## src/hdl/dbfsd_pkg.sv

```systemverilog
// ----------------------------------------------------------------------------
// dbfsd_pkg
// shared types and constants for the display bus frame snoop decoder
// ----------------------------------------------------------------------------
package dbfsd_pkg;

  localparam int FRAME_SLOTS_DEF = 14;

  localparam int TOL_W     = 27;
  localparam int MASK_W    = 5;
  localparam int CFG_IDX_W = 1;
  localparam int CFG_DAT_W = 27;

  localparam int UNIT_W   = 20;
  localparam int TOTAL_W  = 27;
  localparam int VOL_W    = 24;
  localparam int LITERS_W = 44;
  localparam int ERR_W    = 5;

  localparam int HI_W = 38;
  localparam int LO_W = 37;

  localparam logic [3:0] SLOT_FIRST = 4'h0;
  localparam logic [3:0] SLOT_LAST  = 4'hD;
  localparam logic [3:0] SLOT_TOTAL_END = 4'h7;
  localparam logic [3:0] SLOT_RUN   = 4'h8;
  localparam logic [3:0] SLOT_SECOND = 4'h1;
  localparam logic [3:0] SYM_L      = 4'hA;
  localparam logic [3:0] SYM_P      = 4'hC;
  localparam logic [3:0] DIGIT_ONE  = 4'h1;
  localparam logic [3:0] DIGIT_MAX  = 4'h9;
  localparam logic [7:0] EMPTY_BYTE = 8'hFF;

  localparam logic [CFG_IDX_W-1:0] REG_TOLERANCE = 1'b0;
  localparam logic [CFG_IDX_W-1:0] REG_ERR_MASK  = 1'b1;

  localparam logic [ERR_W-1:0] ERR_INDEX = 5'b00001;
  localparam logic [ERR_W-1:0] ERR_UNIT  = 5'b00010;
  localparam logic [ERR_W-1:0] ERR_TOTAL = 5'b00100;
  localparam logic [ERR_W-1:0] ERR_VOL   = 5'b01000;
  localparam logic [ERR_W-1:0] ERR_GAP   = 5'b10000;

  localparam logic [TOL_W-1:0]  TOL_RESET  = 27'd100;
  localparam logic [MASK_W-1:0] MASK_RESET = 5'd31;

  typedef enum logic [1:0] {
    ST_IDLE,
    ST_SCAN,
    ST_MUL,
    ST_FIN
  } state_t;

  typedef struct packed {
    logic in_stall;
    logic scan_last;
    logic mul_en;
    logic out_load;
  } ctrl_t;

  function automatic logic [3:0] digit_of(input logic [7:0] b);
    logic [3:0] d;
    d = b[7:4];
    return (d > DIGIT_MAX) ? 4'd0 : d;
  endfunction

endpackage

```

## src/hdl/display_bus_frame_snoop_decoder_core.sv

```systemverilog
// ----------------------------------------------------------------------------
// display_bus_frame_snoop_decoder_core
// snoops a two-line display bus, files latched bytes into frame stores and
// decodes a completed frame into prices, volume or totaliser value
// ----------------------------------------------------------------------------
// sequence: shift and latch beats are accepted while idle; a frame-ending latch
// beat starts a slot scan through the frame stores, then a multiply step and a
// finish step that loads the result registers, waiting while a held result stalls
// throughput: one beat per cycle while idle; input stalls during the scan,
// multiply and finish steps of each completed frame
// reset: synchronous active low; shift bytes cleared, stores read as 0xFF,
// tolerance 100, error mask 31
module display_bus_frame_snoop_decoder_core
  import dbfsd_pkg::*;
#(
  parameter int FRAME_SLOTS = FRAME_SLOTS_DEF
) (
  input  logic                 clk,
  input  logic                 rst_n,
  input  logic                 cfg_wr_en,
  input  logic [CFG_IDX_W-1:0] cfg_index,
  input  logic [CFG_DAT_W-1:0] cfg_wdata,
  input  logic                 in_valid,
  output logic                 in_stall,
  input  logic                 in_command,
  input  logic                 in_line_a_bit,
  input  logic                 in_line_b_bit,
  output logic                 out_valid,
  input  logic                 out_stall,
  output logic [UNIT_W-1:0]    out_unit_price,
  output logic [TOTAL_W-1:0]   out_total_price,
  output logic [VOL_W-1:0]     out_volume,
  output logic [LITERS_W-1:0]  out_total_liters,
  output logic                 out_totaliser_mode,
  output logic                 out_select_l_shown,
  output logic                 out_select_p_shown,
  output logic                 out_running,
  output logic [ERR_W-1:0]     out_error_flags,
  output logic                 out_accepted
);

  localparam int SLOT_W = $clog2(FRAME_SLOTS);

  state_t state_r, state_nxt;
  ctrl_t  ctrl;

  logic [SLOT_W-1:0]      slot_r;
  logic [7:0]             shift_a_r, shift_b_r;
  logic                   started_r;
  logic [FRAME_SLOTS-1:0] valid_a_r, valid_b_r;
  logic [7:0]             store_a_r [FRAME_SLOTS];
  logic [7:0]             store_b_r [FRAME_SLOTS];
  logic [TOL_W-1:0]       tol_r;
  logic [MASK_W-1:0]      mask_r;

  logic [TOTAL_W-1:0]  acc_total_r;
  logic [UNIT_W-1:0]   acc_unit_r;
  logic [VOL_W-1:0]    acc_vol_r;
  logic [LITERS_W-1:0] acc_lit_r;
  logic [ERR_W-1:0]    err_r;
  logic                l0_r, l1_r, p0_r, run_r;
  logic [LITERS_W-1:0] prod_r;
  logic [HI_W-1:0]     hi_r;
  logic [LO_W-1:0]     lo_r;
  logic                lo_ok_r;

  logic                out_valid_r;
  logic [UNIT_W-1:0]   out_unit_r;
  logic [TOTAL_W-1:0]  out_total_r;
  logic [VOL_W-1:0]    out_vol_r;
  logic [LITERS_W-1:0] out_lit_r;
  logic                out_tot_r, out_l_r, out_p_r, out_run_r, out_acc_r;
  logic [ERR_W-1:0]    out_err_r;

  logic        in_acc;
  logic [3:0]  ia, ib;
  logic        frame_end;
  logic [3:0]  slot4;
  logic [7:0]  rd_a, rd_b;
  logic [3:0]  da, db;
  logic        in_total_span, in_vol_span;
  logic [ERR_W-1:0] err_nxt;

  logic [LITERS_W-1:0] prod_nxt;
  logic [27:0]         hi_sum;
  logic [HI_W-1:0]     hi_nxt;
  logic [TOL_W-1:0]    lo_diff;
  logic [LO_W-1:0]     lo_nxt;

  logic             tot;
  logic             gap_err;
  logic [ERR_W-1:0] flags;

  assign in_acc    = in_valid && !ctrl.in_stall;
  assign ia        = shift_a_r[3:0];
  assign ib        = shift_b_r[3:0];
  assign frame_end = in_acc && in_command && (ia == SLOT_LAST) && started_r;

  // slot scan read
  assign slot4 = 4'(slot_r);
  assign rd_a  = valid_a_r[slot_r] ? store_a_r[slot_r] : EMPTY_BYTE;
  assign rd_b  = valid_b_r[slot_r] ? store_b_r[slot_r] : EMPTY_BYTE;
  assign da    = digit_of(rd_a);
  assign db    = digit_of(rd_b);
  assign in_total_span = (slot4 <= SLOT_TOTAL_END);
  assign in_vol_span   = (slot4 >= SLOT_SECOND) && (slot4 <= SLOT_TOTAL_END);

  always_comb begin
    err_nxt = err_r;
    if (rd_a[3:0] != slot4) begin
      err_nxt = err_nxt | ERR_INDEX | (in_total_span ? ERR_TOTAL : ERR_UNIT);
    end
    if (in_vol_span && (rd_b[3:0] != slot4)) begin
      err_nxt = err_nxt | ERR_INDEX | ERR_VOL;
    end
  end

  // price gap bounds: floor(p/1000) > t  <=>  p >= 1000*(t+1)
  assign prod_nxt = acc_unit_r * acc_vol_r;
  assign hi_sum   = 28'(acc_total_r) + 28'(tol_r) + 28'd1;
  assign hi_nxt   = HI_W'(hi_sum) * HI_W'(1000);
  assign lo_diff  = acc_total_r - tol_r;
  assign lo_nxt   = LO_W'(lo_diff) * LO_W'(1000);

  assign tot     = l0_r && l1_r;
  assign gap_err = !tot && ((prod_r >= LITERS_W'(hi_r)) ||
                            (lo_ok_r && (prod_r < LITERS_W'(lo_r))));
  assign flags   = err_r | (gap_err ? ERR_GAP : '0);

  // next state
  always_comb begin
    state_nxt = state_r;
    unique case (state_r)
      ST_IDLE: begin
        if (frame_end) state_nxt = ST_SCAN;
      end
      ST_SCAN: begin
        if (slot4 == SLOT_LAST) state_nxt = ST_MUL;
      end
      ST_MUL: begin
        state_nxt = ST_FIN;
      end
      ST_FIN: begin
        if (!out_valid_r || !out_stall) state_nxt = ST_IDLE;
      end
      default: state_nxt = ST_IDLE;
    endcase
  end

  // control outputs
  always_comb begin
    ctrl = '0;
    unique case (state_r)
      ST_IDLE: ctrl.in_stall = 1'b0;
      ST_SCAN: begin
        ctrl.in_stall  = 1'b1;
        ctrl.scan_last = (slot4 == SLOT_LAST);
      end
      ST_MUL: begin
        ctrl.in_stall = 1'b1;
        ctrl.mul_en   = 1'b1;
      end
      ST_FIN: begin
        ctrl.in_stall = 1'b1;
        ctrl.out_load = !out_valid_r || !out_stall;
      end
      default: ctrl.in_stall = 1'b1;
    endcase
  end

  always_ff @(posedge clk) begin
    if (!rst_n) begin
      state_r     <= ST_IDLE;
      slot_r      <= '0;
      shift_a_r   <= '0;
      shift_b_r   <= '0;
      started_r   <= 1'b0;
      valid_a_r   <= '0;
      valid_b_r   <= '0;
      tol_r       <= TOL_RESET;
      mask_r      <= MASK_RESET;
      out_valid_r <= 1'b0;
    end else begin
      state_r <= state_nxt;

      if (cfg_wr_en) begin
        unique case (cfg_index)
          REG_TOLERANCE: tol_r  <= cfg_wdata[TOL_W-1:0];
          REG_ERR_MASK:  mask_r <= cfg_wdata[MASK_W-1:0];
          default: ;
        endcase
      end

      if (in_acc) begin
        if (!in_command) begin
          shift_a_r <= {shift_a_r[6:0], in_line_a_bit};
          shift_b_r <= {shift_b_r[6:0], in_line_b_bit};
        end else begin
          shift_a_r <= '0;
          shift_b_r <= '0;
          if (ia == SLOT_FIRST) started_r <= 1'b1;
          if ((ia <= SLOT_LAST) && ((ia == SLOT_FIRST) || started_r)) begin
            valid_a_r[ia[SLOT_W-1:0]] <= 1'b1;
            if (32'(ib) < FRAME_SLOTS) valid_b_r[ib[SLOT_W-1:0]] <= 1'b1;
          end
        end
      end

      if (frame_end) slot_r <= '0;
      else if (state_r == ST_SCAN) slot_r <= slot_r + 1'b1;

      // re-arm once the scan has read every slot
      if (ctrl.scan_last) begin
        started_r <= 1'b0;
        valid_a_r <= '0;
        valid_b_r <= '0;
      end

      if (ctrl.out_load) out_valid_r <= 1'b1;
      else if (out_valid_r && !out_stall) out_valid_r <= 1'b0;
    end
  end

  // frame stores and decode datapath
  always_ff @(posedge clk) begin
    if (in_acc && in_command && (ia <= SLOT_LAST) && ((ia == SLOT_FIRST) || started_r)) begin
      store_a_r[ia[SLOT_W-1:0]] <= shift_a_r;
      if (32'(ib) < FRAME_SLOTS) store_b_r[ib[SLOT_W-1:0]] <= shift_b_r;
    end

    if (frame_end) begin
      acc_total_r <= '0;
      acc_unit_r  <= '0;
      acc_vol_r   <= '0;
      acc_lit_r   <= '0;
      err_r       <= '0;
    end else if (state_r == ST_SCAN) begin
      err_r <= err_nxt;
      if (in_total_span) begin
        acc_total_r <= TOTAL_W'(acc_total_r * TOTAL_W'(10) + TOTAL_W'(da));
      end else begin
        acc_unit_r <= UNIT_W'(acc_unit_r * UNIT_W'(10) + UNIT_W'(da));
      end
      if (in_vol_span) begin
        acc_vol_r <= VOL_W'(acc_vol_r * VOL_W'(10) + VOL_W'(db));
        acc_lit_r <= LITERS_W'(acc_lit_r * LITERS_W'(10) + LITERS_W'(db));
      end else if (!in_total_span) begin
        acc_lit_r <= LITERS_W'(acc_lit_r * LITERS_W'(10) + LITERS_W'(da));
      end
      if (slot4 == SLOT_FIRST) begin
        l0_r <= (rd_a[7:4] == SYM_L);
        p0_r <= (rd_b[7:4] == SYM_P);
      end
      if (slot4 == SLOT_SECOND) l1_r  <= (rd_a[7:4] == SYM_L);
      if (slot4 == SLOT_RUN)    run_r <= (rd_b[7:4] == DIGIT_ONE);
    end

    if (ctrl.mul_en) begin
      prod_r  <= prod_nxt;
      hi_r    <= hi_nxt;
      lo_r    <= lo_nxt;
      lo_ok_r <= (acc_total_r > tol_r);
    end

    if (ctrl.out_load) begin
      out_unit_r  <= tot ? '0 : acc_unit_r;
      out_total_r <= tot ? '0 : acc_total_r;
      out_vol_r   <= tot ? '0 : acc_vol_r;
      out_lit_r   <= tot ? acc_lit_r : '0;
      out_tot_r   <= tot;
      out_l_r     <= l0_r;
      out_p_r     <= p0_r;
      out_run_r   <= run_r;
      out_err_r   <= flags;
      out_acc_r   <= ((flags & mask_r) == '0);
    end
  end

  assign in_stall           = ctrl.in_stall;
  assign out_valid          = out_valid_r;
  assign out_unit_price     = out_unit_r;
  assign out_total_price    = out_total_r;
  assign out_volume         = out_vol_r;
  assign out_total_liters   = out_lit_r;
  assign out_totaliser_mode = out_tot_r;
  assign out_select_l_shown = out_l_r;
  assign out_select_p_shown = out_p_r;
  assign out_running        = out_run_r;
  assign out_error_flags    = out_err_r;
  assign out_accepted       = out_acc_r;

`ifndef SYNTHESIS
  a_out_from_fin: assert property (@(posedge clk) disable iff (!rst_n)
    $rose(out_valid_r) |-> $past(state_r) == ST_FIN)
    else $error("result beat raised outside finish step");

  a_rearmed: assert property (@(posedge clk) disable iff (!rst_n)
    state_r == ST_MUL |-> !started_r && valid_a_r == '0 && valid_b_r == '0)
    else $error("frame stores not re-armed after scan");

  a_mode_fields: assert property (@(posedge clk) disable iff (!rst_n)
    out_valid_r |-> (out_tot_r ? (out_unit_r == '0 && out_total_r == '0 &&
      out_vol_r == '0 && !out_err_r[4]) : out_lit_r == '0))
    else $error("mode fields inconsistent");
`endif

endmodule
```

## config.mk

```make
export PLATFORM = sky130hd
export DESIGN_NAME = display_bus_frame_snoop_decoder_core
export DESIGN_NICKNAME = d
export VERILOG_FILES = /design/src/hdl/dbfsd_pkg.sv /design/src/hdl/display_bus_frame_snoop_decoder_core.sv
export SDC_FILE = /design/constraint.sdc
export NUM_CORES = 2
export LEC_CHECK = 0
export ABC_AREA = 1
export BUFFER_PORTS_ARGS = -buffer_cell sky130_fd_sc_hd__clkbuf_2
export CORE_ASPECT_RATIO = 0.75
export CORE_MARGIN = 1.5
export CORE_UTILIZATION = 65
export DETAILED_ROUTE_END_ITERATION = 8
export GPL_ROUTABILITY_DRIVEN = 0
export PLACE_DENSITY = 0.82
export SLEW_MARGIN = 40
export SYNTH_ARGS = -nofsm -noshare
export SYNTH_HDL_FRONTEND = slang
export SYNTH_SLANG_ARGS = --single-unit
```

## constraint.sdc

```tcl
create_clock -name clk -period 9.75 [get_ports clk]
set_input_delay 0.975 -clock clk [delete_from_list [all_inputs] [get_ports clk]]
set_output_delay 0.975 -clock clk [all_outputs]
set_load 0.02 [all_outputs]
```

# Word-level counts from Yosys, hierarchy flattened
# Memory sizes are Yosys's and may differ from the RTL's. A register that Yosys moved wholly into a read port is not among the register bits.
# Cells that the tools add are included.
# totals
inputBits	36
wordCells	175
output_inout_bits	127
reg_bits	447
ramBits	224
mem_count	2
# op_classes
n_reduce_logical	45
order_cmp	14
addsub	9
bitwise	9
mux	39
n_eq_ne	16
multipliers	7
# mem_list
memory	depth	word_bits	read_ports	rd_clocked_by_memory_dff	wr	line	rtl
store_a_r	14	8	1	1	1	display_bus_frame_snoop_decoder_core.sv:51	logic [7:0] store_a_r [FRAME_SLOTS];
store_b_r	14	8	1	1	1	display_bus_frame_snoop_decoder_core.sv:52	logic [7:0] store_b_r [FRAME_SLOTS];
# ops
op	n
$add 44x4->44	2
$mux 44	2
$ge 44x38->1	1
$lt 44x37->1	1
$mul 20x24->44	1
$mul 44x3->43 const B	1
$mul 28x7->35 const B	1
$mul 27x7->34 const B	1
$mux 8	4
$add 27x27->28	1
$add 28x1->28 const B	1
$mux 4	7
$or 14x14->14	2
$add 27x4->27	1
$gt 27x27->1	1
$mul 27x3->26 const B	1
$sub 27x27->27	1
$add 24x4->24	1
$mul 24x3->23 const B	1
$add 20x4->20	1
$eq 4x4->1 const B	5
$mul 20x3->19 const B	1
$reduce_and 3->1	6
$logic_and 1x1->1	15
other kinds (35)	80

# Depth between registers and ports, before layout
# depth
ltp_word	10
depth_mapped	36
depth_no_buf	36

# Worst setup path before layout
# OpenSTA, ideal clock, no wires.
# synth_path
kind	input port to flip-flop
startpoint	input port out_stall
endpoint	register out_acc_r (netlist: out_accepted) (enable)
arrival_ns	7.014
required_time_ns	9.100
path_slack_ns	2.085
setup_time_ns	0.650
cell_stages	1
path_buffers	0
path_cell_list	a21oi_1
# synth_via
elab_chain_len	3
# synth_lines
element	line	rtl
start, declared	display_bus_frame_snoop_decoder_core.sv:29	input logic out_stall,
$logic_not 1->1	display_bus_frame_snoop_decoder_core.sv:165	ctrl.out_load = !out_valid_r || !out_stall;
$logic_or 1x1->1	display_bus_frame_snoop_decoder_core.sv:165	
$mux 1	display_bus_frame_snoop_decoder_core.sv:153	unique case (state_r)
end signal, assigned	display_bus_frame_snoop_decoder_core.sv:275	out_acc_r <= ((flags & mask_r) == '0);
end, declared	display_bus_frame_snoop_decoder_core.sv:72	logic out_tot_r, out_l_r, out_p_r, out_run_r, out_acc_r;
# No other way between the ends.
# A chain may end at the register's enable or synchronous reset.

# Worst setup path in the final report
# layout_path
startpoint	register acc_unit_r[3]
endpoint	register prod_r[37], data pin
# layout_via
elab_chain_len	1
# layout_lines
element	line	rtl
start, declared	display_bus_frame_snoop_decoder_core.sv:57	logic [UNIT_W-1:0] acc_unit_r;
start signal, assigned	display_bus_frame_snoop_decoder_core.sv:242	acc_unit_r <= UNIT_W'(acc_unit_r * UNIT_W'(10) + UNIT_W'(da));
$mul 20x24->44	display_bus_frame_snoop_decoder_core.sv:119	assign prod_nxt = acc_unit_r * acc_vol_r;
via prod_nxt[37]	display_bus_frame_snoop_decoder_core.sv:84	logic [LITERS_W-1:0] prod_nxt;
end signal, assigned	display_bus_frame_snoop_decoder_core.sv:259	prod_r <= prod_nxt;
end, declared	display_bus_frame_snoop_decoder_core.sv:62	logic [LITERS_W-1:0] prod_r;
# The timed path passes the listed nets, and every way through them passes these cells.

==> flow_summary.toml <==
[global_routing]
grt_max_degree = 90
antenna_found_initial = 1
met2_usage_pct = 52.0
grt_pass1_vias = 53900
grt_busiest_layer = "met2"
grt_use_total_pct = 34.5
grt_use_met1_pct = 49.0
grt_overflow_total = 0
grt_pass1_wl_mm = 282
use_met3_pct = 8.94

[outcome]
status = "completed"

[die]
coreArea_um2 = 99200
fp.dieW_um = 369
pin_count = 163
dieArea_um2 = 102000
core.rowCount = 100
start_util_pct = 65.7
die_h_um = 277

[sta]
setup_viol = 0
fmax_mhz = 137
rsz0062_at_grt = "no"
slew_headroom_pct = 40.6
skew_ns = 0.0356
tightest_slew_ns = 0.890
slew_viol_final = 0
period_share_pct = 74.6
fin_setup_tns_ns = 0
finalHoldViolations = 0
period_minus_slack_ns = 7.28

[placement]
placed_cells_incl_taps = 9235
port_buffers = 162
dp_hpwl_mm = 135

[clock_network]
cts_buffer_depth = 3
cts_tree = "done"
cts_resized = 0
cts-root-buf = "clkbuf_16"
post-cts-setup-buffers = 0
cts.sinks = 674
cts_htree_levels = 3
insertion_delay_ns = 0.69
clk_pin_slew_ns = 0.07
cts_buffers = 68
cts-hold-fix-buffers = 0

[detailed_routing]
drc = 0
wirelength_mm = 174
drtIter0Drc = 6358
post_drt_wl_per_cell_um = 18.6
drtAntennaViolNets = 0
first_pass_iters = 8
viasPerCell = 5.79
vias = 54200

[synth]
synth_top_flop_cell = "edfxtp_1"
synth_area_um2 = 65100
synth_edf_count = 467
ys_ff_latch = 674
seq_area_frac_synth_pct = 27.9
async_reset_ff_share_pct = 0
syn_nets = 9200
yosysWarnings = 0
synth_area_per_cell_um2 = 8.21
synthDistinctLibCells = 67
syn_inst = 7934

[worst_setup_path]
worstPathArrival_ns = 7.68
critPathMaxStageDelay_ns = 0.63
crit_type = "reg2reg"
critPathMostFrequentCell = "inv_1"
worstPathRequired_ns = 10.15
worstPathMaxFanout = 18
endpoint_kind = "register"
slowest_stage = "dfxtp_1"
startpoint_type = "register"

[layout]
layout-drive-gt1-share_pct = 6.12
fill_cells = 7402
regArea_um2 = 18200
num_antenna_cells = 0
finalNonFillerCells = 9363
nets = 9247
layout_commonest_cell = "inv_1"
final_cell_mix = "1,752 x inv_1, 1,475 x nand2_1, 639 x ha_1"
multi_input_area_um2 = 39600
syn2layout_area_growth_pct = 6.89

[job]
max-cap-violations = 0

[worst_hold_path]
hp-class = "reg2reg"
-- cell families after synthesis --
logic type | share of synthesized area, %
compound gates | 9.62
xor+xnor | 3.66
fa+ha+maj | 30.4
buf+inv | 11.6
flops | 27.9
simple gates | 16.8
-- routing by layer --
layer	vias to the layer above	part of all wire [%]
met5	-	0.056
met4	4	3.1
met3	424	13
met2	3124	43
met1	25600	41
li1	25100	-
-- registers in the layout (all words and copies together) (netlist names), 20 cells and up, named ones only --
register / flops
store_a_r: 112
store_b_r: 112
acc_lit_r: 44
out_total_liters: 44
prod_r: 44
hi_r: 35
lo_r: 34
acc_total_r: 27
out_total_price: 27
tol_r: 27
acc_vol_r: 24
out_volume: 24
acc_unit_r: 20
out_unit_price: 20
-- Yosys cell counts, drive strengths merged (2+ instances only) --
cell,number,area (um^2)
nand2,1497,5680
a21oi,492,2480
o211a,2,20.0
nand3,278,1430
and3,3,18.8
nor3,75,407
a221oi,5,43.8
o221ai,40,350
o22ai,21,131
o21bai,22,165
o21a,21,158
xor2,203,1800
clkbuf,204,767
dfxtp,207,4140
a211oi,13,97.6
or2,20,125
o21ba,10,100
ha,640,8010
o31ai,8,60.1
a21boi,12,90.1
a21o,13,97.6
xnor2,67,587
inv,1764,6620
o311ai,2,17.5
edfxtp,467,14000
clkinv,6,22.5
buf,34,150
nand4,57,372
a31oi,37,238
nand3b,14,121
nor2,653,2580
and2,5,31.3
o211ai,20,150
o21ai,395,1990
nor4,25,163
fa,590,11800
o2111ai,5,43.8
nor3b,2,20.0
-- stage by stage --
step | worst slack (ns) | area [um^2] | hold slack (ns) | utilization, %
finish | 2.47 | 69600 | 0.451 | 70.2
global route | 2.02 | 69600 | 0.457 | 70.2
CTS | 2.49 | 69500 | 0.451 | 70.1
detailed placement | 2.57 | 67300 | 0.425 | 67.8
global placement | 2.58 | 67100 | 0.404 | 67.7
floorplan | 2.09 | 65200 | 0.400 | -
-- worst max-delay path, delay by kind of cell (launching register included) --
kind,cells,cell delay (ns)
fa+ha+maj,8,3.94
buf+inv,10,0.91
compound gates,4,0.77
flops,1,0.63
simple gates,7,0.60
xor+xnor,1,0.15
-- area by class of cell --
type	instances	area share (%)
Clock inverter	30	0.532
Inverter	1770	9.54
Clock buffer	96	2.73
Sequential cell	674	26.1
Timing Repair Buffer	215	1.79
Tap cell	1326	2.38
Multi-Input combinational cell	5252	56.9
-- path summary, 6_finish.rpt --
check                        startpoint                      endpoint  slack, ns  cells after the start
max reg2reg  acc_unit_r[3]$_SDFFE_PP0P_          prod_r[37]$_DFFE_PP_       2.47                     30
min                      p0_r$_DFFE_PP_  out_select_p_shown$_DFFE_PP_       0.45                      0
min reg2reg              p0_r$_DFFE_PP_  out_select_p_shown$_DFFE_PP_       0.45                      0
max          acc_unit_r[3]$_SDFFE_PP0P_          prod_r[37]$_DFFE_PP_       2.47                     30
Power is not shown: default switching activity piles up to over one toggle a cycle in this logic, so the estimate is an artifact.
